--- src/hw/rtl/atip_pkg.sv ---
// ----------------------------------------------------------------------------
// atip_pkg: shared types and constants for the ASCII to int64 parser
// Field widths, status codes, character class and raw result structures.
// ----------------------------------------------------------------------------
package atip_pkg;

    localparam int CHAR_W   = 8;
    localparam int BASE_W   = 6;
    localparam int DIGIT_W  = 6;
    localparam int VALUE_W  = 64;
    localparam int OFFSET_W = 16;
    localparam int STATUS_W = 2;
    localparam int POS_BITS = 16;

    localparam logic [POS_BITS-1:0] POS_MAX = {POS_BITS{1'b1}};

    localparam logic [VALUE_W-1:0] MAG_POS = {1'b0, {(VALUE_W-1){1'b1}}};
    localparam logic [VALUE_W-1:0] MAG_NEG = {1'b1, {(VALUE_W-1){1'b0}}};

    localparam logic [STATUS_W-1:0] ST_OK       = 2'd0;
    localparam logic [STATUS_W-1:0] ST_RANGE    = 2'd1;
    localparam logic [STATUS_W-1:0] ST_BAD_BASE = 2'd2;

    typedef struct packed {
        logic               is_ws;
        logic               is_minus;
        logic               is_plus;
        logic               is_zero;
        logic               is_x;
        logic               dig_valid;
        logic [DIGIT_W-1:0] dig;
    } t_char_class;

    typedef struct packed {
        logic [VALUE_W-1:0]  mag;
        logic                neg;
        logic [POS_BITS-1:0] stop;
        logic [STATUS_W-1:0] status;
        logic                found;
    } t_raw_result;

    function automatic logic [POS_BITS-1:0] sat_inc(input logic [POS_BITS-1:0] p);
        return (p == POS_MAX) ? p : p + 1'b1;
    endfunction

endpackage

--- src/hw/rtl/atip_if.sv ---
// ----------------------------------------------------------------------------
// atip_if: valid/ready channels of the ASCII to int64 parser
// Byte channel into the parser and result channel out of it.
// ----------------------------------------------------------------------------
interface atip_in_if
    import atip_pkg::*;
();
    logic              valid;
    logic              ready;
    logic [CHAR_W-1:0] char_code;
    logic              last_of_string;

    modport source (output valid, output char_code, output last_of_string, input ready);
    modport sink   (input valid, input char_code, input last_of_string, output ready);
endinterface

interface atip_out_if
    import atip_pkg::*;
();
    logic                       valid;
    logic                       ready;
    logic signed [VALUE_W-1:0]  parsed_value;
    logic        [OFFSET_W-1:0] end_offset;
    logic        [STATUS_W-1:0] status;
    logic                       digits_found;

    modport source (output valid, output parsed_value, output end_offset,
                    output status, output digits_found, input ready);
    modport sink   (input valid, input parsed_value, input end_offset,
                    input status, input digits_found, output ready);
endinterface

--- src/hw/rtl/atip_char_class.sv ---
// ----------------------------------------------------------------------------
// atip_char_class: byte classifier
// Flags whitespace, sign, zero and x, and decodes the digit value of a byte.
// ----------------------------------------------------------------------------
module atip_char_class
    import atip_pkg::*;
(
    input  logic [CHAR_W-1:0] i_char,
    output t_char_class       o_class
);

    logic [CHAR_W-1:0] num_off;
    logic [CHAR_W-1:0] up_off;
    logic [CHAR_W-1:0] low_off;
    logic              is_num;
    logic              is_up;
    logic              is_low;

    always_comb begin
        is_num  = (i_char >= 8'h30) && (i_char <= 8'h39);
        is_up   = (i_char >= 8'h41) && (i_char <= 8'h5A);
        is_low  = (i_char >= 8'h61) && (i_char <= 8'h7A);
        num_off = i_char - 8'h30;
        up_off  = i_char - 8'h37;   // 'A' maps to ten
        low_off = i_char - 8'h57;   // 'a' maps to ten

        o_class.is_ws     = (i_char == 8'h20) || ((i_char >= 8'd9) && (i_char <= 8'd13));
        o_class.is_minus  = (i_char == 8'h2D);
        o_class.is_plus   = (i_char == 8'h2B);
        o_class.is_zero   = (i_char == 8'h30);
        o_class.is_x      = (i_char == 8'h78) || (i_char == 8'h58);
        o_class.dig_valid = is_num || is_up || is_low;
        priority if (is_num) begin
            o_class.dig = num_off[DIGIT_W-1:0];
        end else if (is_up) begin
            o_class.dig = up_off[DIGIT_W-1:0];
        end else begin
            o_class.dig = low_off[DIGIT_W-1:0];
        end
    end

endmodule

--- src/hw/rtl/atip_digit_acc.sv ---
// ----------------------------------------------------------------------------
// atip_digit_acc: multiply-add with saturation
// Computes acc * base + digit and clamps to the limit of the sign.
// ----------------------------------------------------------------------------
module atip_digit_acc
    import atip_pkg::*;
(
    input  logic [VALUE_W-1:0] i_acc,
    input  logic [BASE_W-1:0]  i_base,
    input  logic [DIGIT_W-1:0] i_digit,
    input  logic               i_neg,
    output logic               o_ovf,
    output logic [VALUE_W-1:0] o_acc
);

    localparam int SUM_W = VALUE_W + BASE_W + 1;

    logic [SUM_W-1:0]   prod;
    logic [SUM_W-1:0]   sum;
    logic [VALUE_W-1:0] lim;

    always_comb begin
        lim   = i_neg ? MAG_NEG : MAG_POS;
        prod  = SUM_W'(i_acc) * SUM_W'(i_base);
        sum   = prod + SUM_W'(i_digit);
        // exceeds the limit exactly when the divide-based test would trip
        o_ovf = sum > SUM_W'(lim);
        o_acc = o_ovf ? lim : sum[VALUE_W-1:0];
    end

endmodule

--- src/hw/rtl/atip_result_fmt.sv ---
// ----------------------------------------------------------------------------
// atip_result_fmt: result formatter
// Applies the sign to the magnitude and trims the offset to the port width.
// ----------------------------------------------------------------------------
module atip_result_fmt
    import atip_pkg::*;
(
    input  t_raw_result                i_raw,
    output logic signed [VALUE_W-1:0]  o_value,
    output logic        [OFFSET_W-1:0] o_offset,
    output logic        [STATUS_W-1:0] o_status,
    output logic                       o_found
);

    logic [VALUE_W-1:0] neg_mag;

    always_comb begin
        // the negative limit negates onto itself, so saturated values pass too
        neg_mag  = (~i_raw.mag) + VALUE_W'(1);
        o_value  = $signed(i_raw.neg ? neg_mag : i_raw.mag);
        o_offset = OFFSET_W'(i_raw.stop);
        o_status = i_raw.status;
        o_found  = i_raw.found;
    end

endmodule

--- src/hw/rtl/ascii_to_int64_parser.sv ---
// ----------------------------------------------------------------------------
// ascii_to_int64_parser: streaming string to signed 64-bit integer
// Parses one byte per cycle while the input is not stalled, the way strtoll does,
// and emits one result word when the byte flagged last_of_string has been taken.
// ----------------------------------------------------------------------------
//
//   channel    direction  word                                handshake
//   i_char     in         char_code, last_of_string           valid/ready
//   o_result   out        parsed_value, end_offset, status,   valid/ready
//                         digits_found
//   i_cfg_*    in         number_base (6 bits)                write enable
//
// One byte is taken every cycle while the input is not stalled. The per-byte
// loop is the accumulator update: a 64 x 6 multiply, a digit add and a compare
// against the signed limit, all combinational on the parse state registers.
// After the last byte of a string is taken, the result word passes the input
// register, the state/raw result register and the formatted output register.
// The input stalls only when a last byte waits and both result registers are
// still full. Synchronous active-low reset clears all parse state and sets
// number_base to 0 (auto-detect). number_base is sampled on a string's first
// byte, so writes take effect on the next string.
//
module ascii_to_int64_parser
    import atip_pkg::*;
(
    input  logic              i_clk,
    input  logic              i_rst_n,
    input  logic              i_cfg_wr_en,
    input  logic [BASE_W-1:0] i_cfg_wr_data,
    atip_in_if.sink           i_char,
    atip_out_if.source        o_result
);

    // parse phases
    localparam logic [2:0] PH_WS     = 3'd0;
    localparam logic [2:0] PH_FIRST  = 3'd1;
    localparam logic [2:0] PH_ZERO   = 3'd2;
    localparam logic [2:0] PH_HEX1   = 3'd3;
    localparam logic [2:0] PH_DIGITS = 3'd4;
    localparam logic [2:0] PH_DONE   = 3'd5;

    // digit status
    localparam logic [1:0] DS_NONE = 2'd0;
    localparam logic [1:0] DS_DIG  = 2'd1;
    localparam logic [1:0] DS_OVF  = 2'd2;

    localparam logic [BASE_W-1:0] BASE_1   = 6'd1;
    localparam logic [BASE_W-1:0] BASE_2   = 6'd2;
    localparam logic [BASE_W-1:0] BASE_8   = 6'd8;
    localparam logic [BASE_W-1:0] BASE_10  = 6'd10;
    localparam logic [BASE_W-1:0] BASE_16  = 6'd16;
    localparam logic [BASE_W-1:0] BASE_MAX = 6'd36;

    // configuration
    logic [BASE_W-1:0] r_base_cfg;

    // input register
    logic              r_in_valid, n_in_valid;
    logic [CHAR_W-1:0] r_in_char;
    logic              r_in_last;

    // parse state
    logic [2:0]          r_phase, n_phase;
    logic [VALUE_W-1:0]  r_acc,   n_acc;
    logic                r_neg,   n_neg;
    logic [BASE_W-1:0]   r_eff,   n_eff;
    logic [1:0]          r_ds,    n_ds;
    logic [POS_BITS-1:0] r_pos,   n_pos;
    logic [POS_BITS-1:0] r_stop,  n_stop;

    // raw result and output registers
    logic        r_res_valid, n_res_valid;
    t_raw_result r_res,       n_res;
    logic        r_out_valid, n_out_valid;

    logic signed [VALUE_W-1:0]  r_out_value,  n_out_value;
    logic        [OFFSET_W-1:0] r_out_offset, n_out_offset;
    logic        [STATUS_W-1:0] r_out_status, n_out_status;
    logic                       r_out_found,  n_out_found;

    // handshake
    logic in_acc;
    logic out_free;
    logic res_free;
    logic res_to_out;
    logic step;

    // per-byte decode
    t_char_class       cls;
    logic [BASE_W-1:0] b_lat;
    logic              fc_zero;
    logic              fc_bad;
    logic [BASE_W-1:0] fc_base;
    logic              fc_dig_ok;
    logic              dp_ok;
    logic              take;
    logic [DIGIT_W-1:0] take_d;
    logic [BASE_W-1:0] mul_base;
    logic              acc_ovf;
    logic [VALUE_W-1:0] acc_next;
    logic              bad_base;

    atip_char_class u_class (
        .i_char  (r_in_char),
        .o_class (cls)
    );

    atip_digit_acc u_acc (
        .i_acc   (r_acc),
        .i_base  (mul_base),
        .i_digit (take_d),
        .i_neg   (r_neg),
        .o_ovf   (acc_ovf),
        .o_acc   (acc_next)
    );

    atip_result_fmt u_fmt (
        .i_raw    (r_res),
        .o_value  (n_out_value),
        .o_offset (n_out_offset),
        .o_status (n_out_status),
        .o_found  (n_out_found)
    );

    // handshake: the output register frees the raw result register, which
    // frees the input register only when a last byte has to leave a result
    always_comb begin
        out_free    = !r_out_valid || o_result.ready;
        res_to_out  = r_res_valid && out_free;
        res_free    = !r_res_valid || out_free;
        step        = r_in_valid && (!r_in_last || res_free);
        i_char.ready = !r_in_valid || step;
        in_acc      = i_char.valid && i_char.ready;

        n_in_valid  = in_acc ? 1'b1 : (step ? 1'b0 : r_in_valid);
        n_res_valid = (step && r_in_last) ? 1'b1 : (res_to_out ? 1'b0 : r_res_valid);
        n_out_valid = res_to_out ? 1'b1 : (o_result.ready ? 1'b0 : r_out_valid);
    end

    // parse step on the byte in the input register
    always_comb begin
        // sample the configured base on the first byte of a string
        b_lat = (r_pos == '0) ? r_base_cfg : r_eff;

        // first significant character, after whitespace and sign
        fc_zero   = ((b_lat == '0) || (b_lat == BASE_16)) && cls.is_zero;
        fc_bad    = (b_lat == BASE_1) || (b_lat > BASE_MAX);
        fc_base   = (b_lat == '0) ? BASE_10 : b_lat;
        fc_dig_ok = cls.dig_valid && (cls.dig < fc_base);
        dp_ok     = cls.dig_valid && (cls.dig < b_lat);

        n_phase = r_phase;
        n_eff   = b_lat;
        n_neg   = r_neg;
        take    = 1'b0;
        take_d  = cls.dig;

        unique case (r_phase)
            PH_WS, PH_FIRST: begin
                priority if ((r_phase == PH_WS) && cls.is_ws) begin
                    n_phase = PH_WS;
                end else if ((r_phase == PH_WS) && cls.is_minus) begin
                    n_neg   = 1'b1;
                    n_phase = PH_FIRST;
                end else if ((r_phase == PH_WS) && cls.is_plus) begin
                    n_phase = PH_FIRST;
                end else if (fc_zero) begin
                    n_eff   = (b_lat == '0) ? BASE_8 : BASE_16;
                    n_phase = PH_ZERO;
                    take    = 1'b1;
                    take_d  = '0;
                end else if (fc_bad) begin
                    n_phase = PH_DONE;
                end else begin
                    n_eff   = fc_base;
                    n_phase = fc_dig_ok ? PH_DIGITS : PH_DONE;
                    take    = fc_dig_ok;
                end
            end
            PH_ZERO: begin
                if (cls.is_x) begin
                    n_eff   = BASE_16;
                    n_phase = PH_HEX1;
                end else begin
                    n_phase = dp_ok ? PH_DIGITS : PH_DONE;
                    take    = dp_ok;
                end
            end
            PH_HEX1, PH_DIGITS: begin
                n_phase = dp_ok ? PH_DIGITS : PH_DONE;
                take    = dp_ok;
            end
            default: begin
                // done: ignore bytes up to the end of the string
                n_phase = r_phase;
            end
        endcase

        mul_base = (n_eff < BASE_2) ? BASE_2 : n_eff;

        // digit accumulate; once saturated, only the stop offset advances
        n_stop = r_stop;
        n_ds   = r_ds;
        n_acc  = r_acc;
        if (take) begin
            n_stop = sat_inc(r_pos);
            if (r_ds != DS_OVF) begin
                n_ds  = acc_ovf ? DS_OVF : DS_DIG;
                n_acc = acc_next;
            end
        end
        n_pos = sat_inc(r_pos);

        // raw result from the updated state
        bad_base = (n_eff == BASE_1) || (n_eff > BASE_MAX);
        n_res    = '0;
        if (bad_base) begin
            n_res.status = ST_BAD_BASE;
        end else if (n_ds != DS_NONE) begin
            n_res.mag    = n_acc;
            n_res.neg    = n_neg;
            n_res.stop   = n_stop;
            n_res.status = (n_ds == DS_OVF) ? ST_RANGE : ST_OK;
            n_res.found  = 1'b1;
        end
    end

    // configuration register
    always_ff @(posedge i_clk) begin
        if (!i_rst_n) begin
            r_base_cfg <= '0;
        end else if (i_cfg_wr_en) begin
            r_base_cfg <= i_cfg_wr_data;
        end
    end

    // input register
    always_ff @(posedge i_clk) begin
        if (!i_rst_n) begin
            r_in_valid <= 1'b0;
        end else begin
            r_in_valid <= n_in_valid;
        end
        if (in_acc) begin
            r_in_char <= i_char.char_code;
            r_in_last <= i_char.last_of_string;
        end
    end

    // parse state: advance on every step, clear after the last byte
    always_ff @(posedge i_clk) begin
        if (!i_rst_n || (step && r_in_last)) begin
            r_phase <= PH_WS;
            r_acc   <= '0;
            r_neg   <= 1'b0;
            r_eff   <= '0;
            r_ds    <= DS_NONE;
            r_pos   <= '0;
            r_stop  <= '0;
        end else if (step) begin
            r_phase <= n_phase;
            r_acc   <= n_acc;
            r_neg   <= n_neg;
            r_eff   <= n_eff;
            r_ds    <= n_ds;
            r_pos   <= n_pos;
            r_stop  <= n_stop;
        end
    end

    // raw result and output registers
    always_ff @(posedge i_clk) begin
        if (!i_rst_n) begin
            r_res_valid <= 1'b0;
            r_out_valid <= 1'b0;
        end else begin
            r_res_valid <= n_res_valid;
            r_out_valid <= n_out_valid;
        end
        if (step && r_in_last) begin
            r_res <= n_res;
        end
        if (res_to_out) begin
            r_out_value  <= n_out_value;
            r_out_offset <= n_out_offset;
            r_out_status <= n_out_status;
            r_out_found  <= n_out_found;
        end
    end

    assign o_result.valid        = r_out_valid;
    assign o_result.parsed_value = r_out_value;
    assign o_result.end_offset   = r_out_offset;
    assign o_result.status       = r_out_status;
    assign o_result.digits_found = r_out_found;

endmodule

--- src/flat_wrapper.sv ---
// flat-port wrapper written by rule: the top's interface ports become plain ports
module ascii_to_int64_parser_flat import atip_pkg::*;
  (i_clk, i_rst_n, i_cfg_wr_en, i_cfg_wr_data, i_char_valid, i_char_char_code, i_char_last_of_string, i_char_ready, o_result_valid, o_result_parsed_value, o_result_end_offset, o_result_status, o_result_digits_found, o_result_ready);
  atip_in_if i_char_i ();
  atip_out_if o_result_i ();
  input  logic i_clk;
  input  logic i_rst_n;
  input  logic i_cfg_wr_en;
  input  logic [BASE_W-1:0] i_cfg_wr_data;
  input wire logic [$bits(i_char_i.valid)-1:0] i_char_valid;
  input wire logic [$bits(i_char_i.char_code)-1:0] i_char_char_code;
  input wire logic [$bits(i_char_i.last_of_string)-1:0] i_char_last_of_string;
  output wire logic [$bits(i_char_i.ready)-1:0] i_char_ready;
  output wire logic [$bits(o_result_i.valid)-1:0] o_result_valid;
  output wire logic [$bits(o_result_i.parsed_value)-1:0] o_result_parsed_value;
  output wire logic [$bits(o_result_i.end_offset)-1:0] o_result_end_offset;
  output wire logic [$bits(o_result_i.status)-1:0] o_result_status;
  output wire logic [$bits(o_result_i.digits_found)-1:0] o_result_digits_found;
  input wire logic [$bits(o_result_i.ready)-1:0] o_result_ready;
  assign i_char_i.valid = i_char_valid;
  assign i_char_i.char_code = i_char_char_code;
  assign i_char_i.last_of_string = i_char_last_of_string;
  assign i_char_ready = i_char_i.ready;
  assign o_result_valid = o_result_i.valid;
  assign o_result_parsed_value = o_result_i.parsed_value;
  assign o_result_end_offset = o_result_i.end_offset;
  assign o_result_status = o_result_i.status;
  assign o_result_digits_found = o_result_i.digits_found;
  assign o_result_i.ready = o_result_ready;
  ascii_to_int64_parser u_core (.i_clk(i_clk), .i_rst_n(i_rst_n), .i_cfg_wr_en(i_cfg_wr_en), .i_cfg_wr_data(i_cfg_wr_data), .i_char(i_char_i), .o_result(o_result_i));
endmodule
--- config.mk ---
export PLATFORM = sky130hd
export DESIGN_NAME = ascii_to_int64_parser_flat
export DESIGN_NICKNAME = d
export VERILOG_FILES = /design/src/hw/rtl/atip_pkg.sv /design/src/hw/rtl/atip_if.sv /design/src/hw/rtl/atip_char_class.sv /design/src/hw/rtl/atip_digit_acc.sv /design/src/hw/rtl/atip_result_fmt.sv /design/src/hw/rtl/ascii_to_int64_parser.sv /design/src/flat_wrapper.sv
export SDC_FILE = /design/constraint.sdc
export NUM_CORES = 2
export LEC_CHECK = 0
export ABC_AREA = 1
export ABC_CLOCK_PERIOD_IN_PS = 26300
export BUFFER_PORTS_ARGS = -buffer_cell sky130_fd_sc_hd__buf_2
export CORE_MARGIN = 2
export CORE_UTILIZATION = 25
export DETAILED_ROUTE_END_ITERATION = 16
export SLEW_MARGIN = 10
export SYNTH_ARGS = -nofsm -noshare
export SYNTH_HDL_FRONTEND = slang
export SYNTH_SLANG_ARGS = --single-unit
--- constraint.sdc ---
create_clock -name i_clk -period 26.3 [get_ports i_clk]
set_clock_uncertainty 0.15 [all_clocks]
set_input_delay 1.315 -clock i_clk [delete_from_list [all_inputs] [get_ports i_clk]]
set_output_delay 1.315 -clock i_clk [all_outputs]
set_load 0.02 [all_outputs]
==> flow_summary_export.csv <==
group,metric,value,unit
floorplanning,initial_core_util,25.2,%
placement,gp_congestion,0.974,
clock_tree,cts_root_buf,"clkbuf_16",
global_route,grt_use_total,14.6,%
synth,synth.avg_cell_area,7.48,um^2
synth,yosys_warnings,0,
synth,synth_top_cell_area_share,17.5,%
cells_and_area,antenna_cells,0,
cells_and_area,multi_input_area,0.0195,mm^2
floorplanning,rows,127,
synth,synthDistinctLibCells,58,
cells_and_area,nets,4579,
synth,synth_top_cell_by_area,"edfxtp_1",
global_route,antenna_found_initial,0,
timing,worstMarginPinSlew,1180,ps
timing,rsz0062_at_grt,"no",
clock_tree,cts.sinks,293,
timing,setup_violations,0,
global_route,globalRouteOverflowTotal,0,
drt,drtIter0Drc,2003,
synth,synthArstFlopShare,0,%
drt,wire_per_inst,15.7,um
synth,yosys-mux-area-fraction,0,%
setup_path,slowest_delay,650,ps
floorplanning,die_h,352,um
cells_and_area,register_area,0.00763,mm^2
timing,setup_tns,0,ps
drt,viasPerCell,4.57,
global_route,grt_start_max_net_pins,115,
synth,synth_fa_ha_area_share,26.3,%
timing,hold_viol,0,
synth,synth.area.top_cells,"edfxtp_1, fa_1, ha_1",
setup_path,critical_path_arrival,11240,ps
clock_tree,ctsLongestPathBuffers,3,
synth,synth-compound-area-share,7.75,%
setup_path,crit_path_frequent_cell,"nand2_1",
synth,synth_top_family_by_area,"simple AND/OR/NAND/NOR gates",
synth,synth_xor_area_share,3.74,%
power,powerDensity,53.7,mW/mm^2
clock_tree,clk_pin_slew,70,ps
setup_path,crit_path_top_delay_cell,"nand3_4",
synth,ys_seq_elements,293,
synth,syn-instance-count,4040,
timing,fmax,91.4,MHz
setup_path,cp-start-kind,"flop",
synth,synth_top_flop_cell,"edfxtp_1",
floorplanning,io_pins,105,
clock_tree,cts_tree,"built",
clock_tree,holdBufCountCts,0,
cells_and_area,syn2layout_area_growth,10.4,%
setup_path,critPathKind,"reg -> reg",
synth,ys_seq_area_share,25.2,%
synth,synth_commonest_cells,"nand2_1, nor2_1, inv_1",
synth,yosys.cell_count.top_type,"nand2_1",
drt,wl,89700,um
power,irDropWorstVdd,0.0591,mV
clock_tree,postCtsSetupRepairBufs,0,
drt,vias,26100,
global_route,grt_pass1_wl,144000,um
synth,syn_area,0.0302,mm^2
power,power_leakage,0.0165,uW
setup_path,worst_ep_required_time,26600,ps
clock_tree,cts_resized,0,
floorplanning,dieArea,0.124,mm^2
timing,slew_headroom,21.5,%
timing,layout_worst_path_cycle_share,41.6,%
job,max_cap_violations,0,
floorplanning,core_area,0.120,mm^2
timing,fin_crit,10940,ps
placement,dp_hpwl,72500,um
drt,antenna_left,0,
clock_tree,clock_latency,600,ps
placement,post-place-ws,15330,ps
cells_and_area,fillers,13000,
drt,dr.pass1.iters,7,
synth,synth-simple-area-share,26.6,%
synth,synth-edff-count,176,
setup_path,worstPathMaxFanout,63,
setup_path,critPathCaptureType,"flop",
global_route,grt_pass1_vias,26000,
timing,finalWorstSetupSlack,15360,ps
clock_tree,h-tree-depth,1,
clock_tree,cts_buffers,29,
floorplanning,die_w,352,um
cells_and_area,drive_above_1_share,8.35,%
timing,drv_slew,0,
drt,drc,0,
status,status,"finished, final reports clean",
hold_path,hold_class,"reg -> reg",
synth,synth_nets,4545,
placement,port_buffers,104,
## sequential cells by signal (all words and copies together), names as in the netlist, 2 cells and up
name and cells:
u_core.r_eff 6, u_core.r_res 84, u_core.r_base_cfg 6, u_core.r_acc 64, u_core.r_pos 16, u_core.o_result.status 2
u_core.o_result.end_offset 16, u_core.r_stop 16, u_core.r_phase 3, u_core.r_in_char 8, u_core.o_result.parsed_value 64, u_core.r_ds 2
## cell usage in the layout (no fill, tap or decap), types with 90 or more instances in the layout
cell type,instances
nand3_1,147
buf_2,104
nand2_1,770
nor2_1,746
nand4_1,90
ha_1,233
inv_1,589
edfxtp_1,176
o21ai_0,170
fa_1,252
a21oi_1,163
dfxtp_1,116
## worst paths after layout
kind	startpoint	to	slack, ps	cells after the start
setup reg to reg	u_core.r_pos[0]	u_core.r_res[80]	15360	57
setup / recovery	u_core.r_pos[0]	u_core.r_res[80]	15360	57
hold / removal	u_core.r_res[11]	u_core.o_result.end_offset[8]	270	0
hold reg to reg	u_core.r_res[11]	u_core.o_result.end_offset[8]	270	0
## routing by layer
| metal | routed length, um | GRT usage [%] | part of all wire, % |
|---|---|---|---|
| met2 | 41300 | 23.8 | 46 |
| met4 | 1920 | 3.51 | 2.1 |
| met3 | 5060 | 1.59 | 5.6 |
| met1 | 41500 | 20.5 | 46 |
| met5 | 0 | 0 | 0 |
## cells by family after synthesis
kind of cell,count (synthesis)
compound gates,423
simple gates,1920
fa+ha+maj,485
buf+inv,790
xor+xnor,129
flops,293
## through the flow
step / cells / area, um^2 / util [%] / hold slack (ps) / total power (uW)
floorplan: 4040 / 30200 / - / 250 / 1110
global placement: 5655 / 32400 / 27.0 / 252 / 1340
detailed placement: 5655 / 32400 / 27.0 / 255 / 1340
CTS: 5709 / 33400 / 27.8 / 271 / 1800
global route: 5709 / 33400 / 27.8 / 279 / 1920
finish: 5709 / 33400 / 27.8 / 266 / 1790
## worst max-delay path: cells and delay by family, from the launching register on
kind                       cells  cell delay [ps]
adders and majority gates      7             2810
DFF                            1              330
and+or+nand+nor               36             4980
buffers and inverters         10             1380
AOI/OAI and AO/OA              3              660
xor gates and xnor gates       1              380
## area by class of cell
type                    count  share of cell area [%]
flip-flops and latches    293                    22.8
clock inverters            21                   0.805
well taps                1612                    6.04
inverters                 668                    7.53
multi-input cells        2957                    58.5
repair buffers            125                    2.03
clock buffers              33                    2.28
## power breakdown
group	leakage (uW)	switching, uW	internal, uW
Combinational	0.0134	571	233
Clock	0.000499	195	261
Sequential	0.00263	19.3	515
Total	0.0165	785	1010
Note: power is estimated with default switching activity, not from simulation.
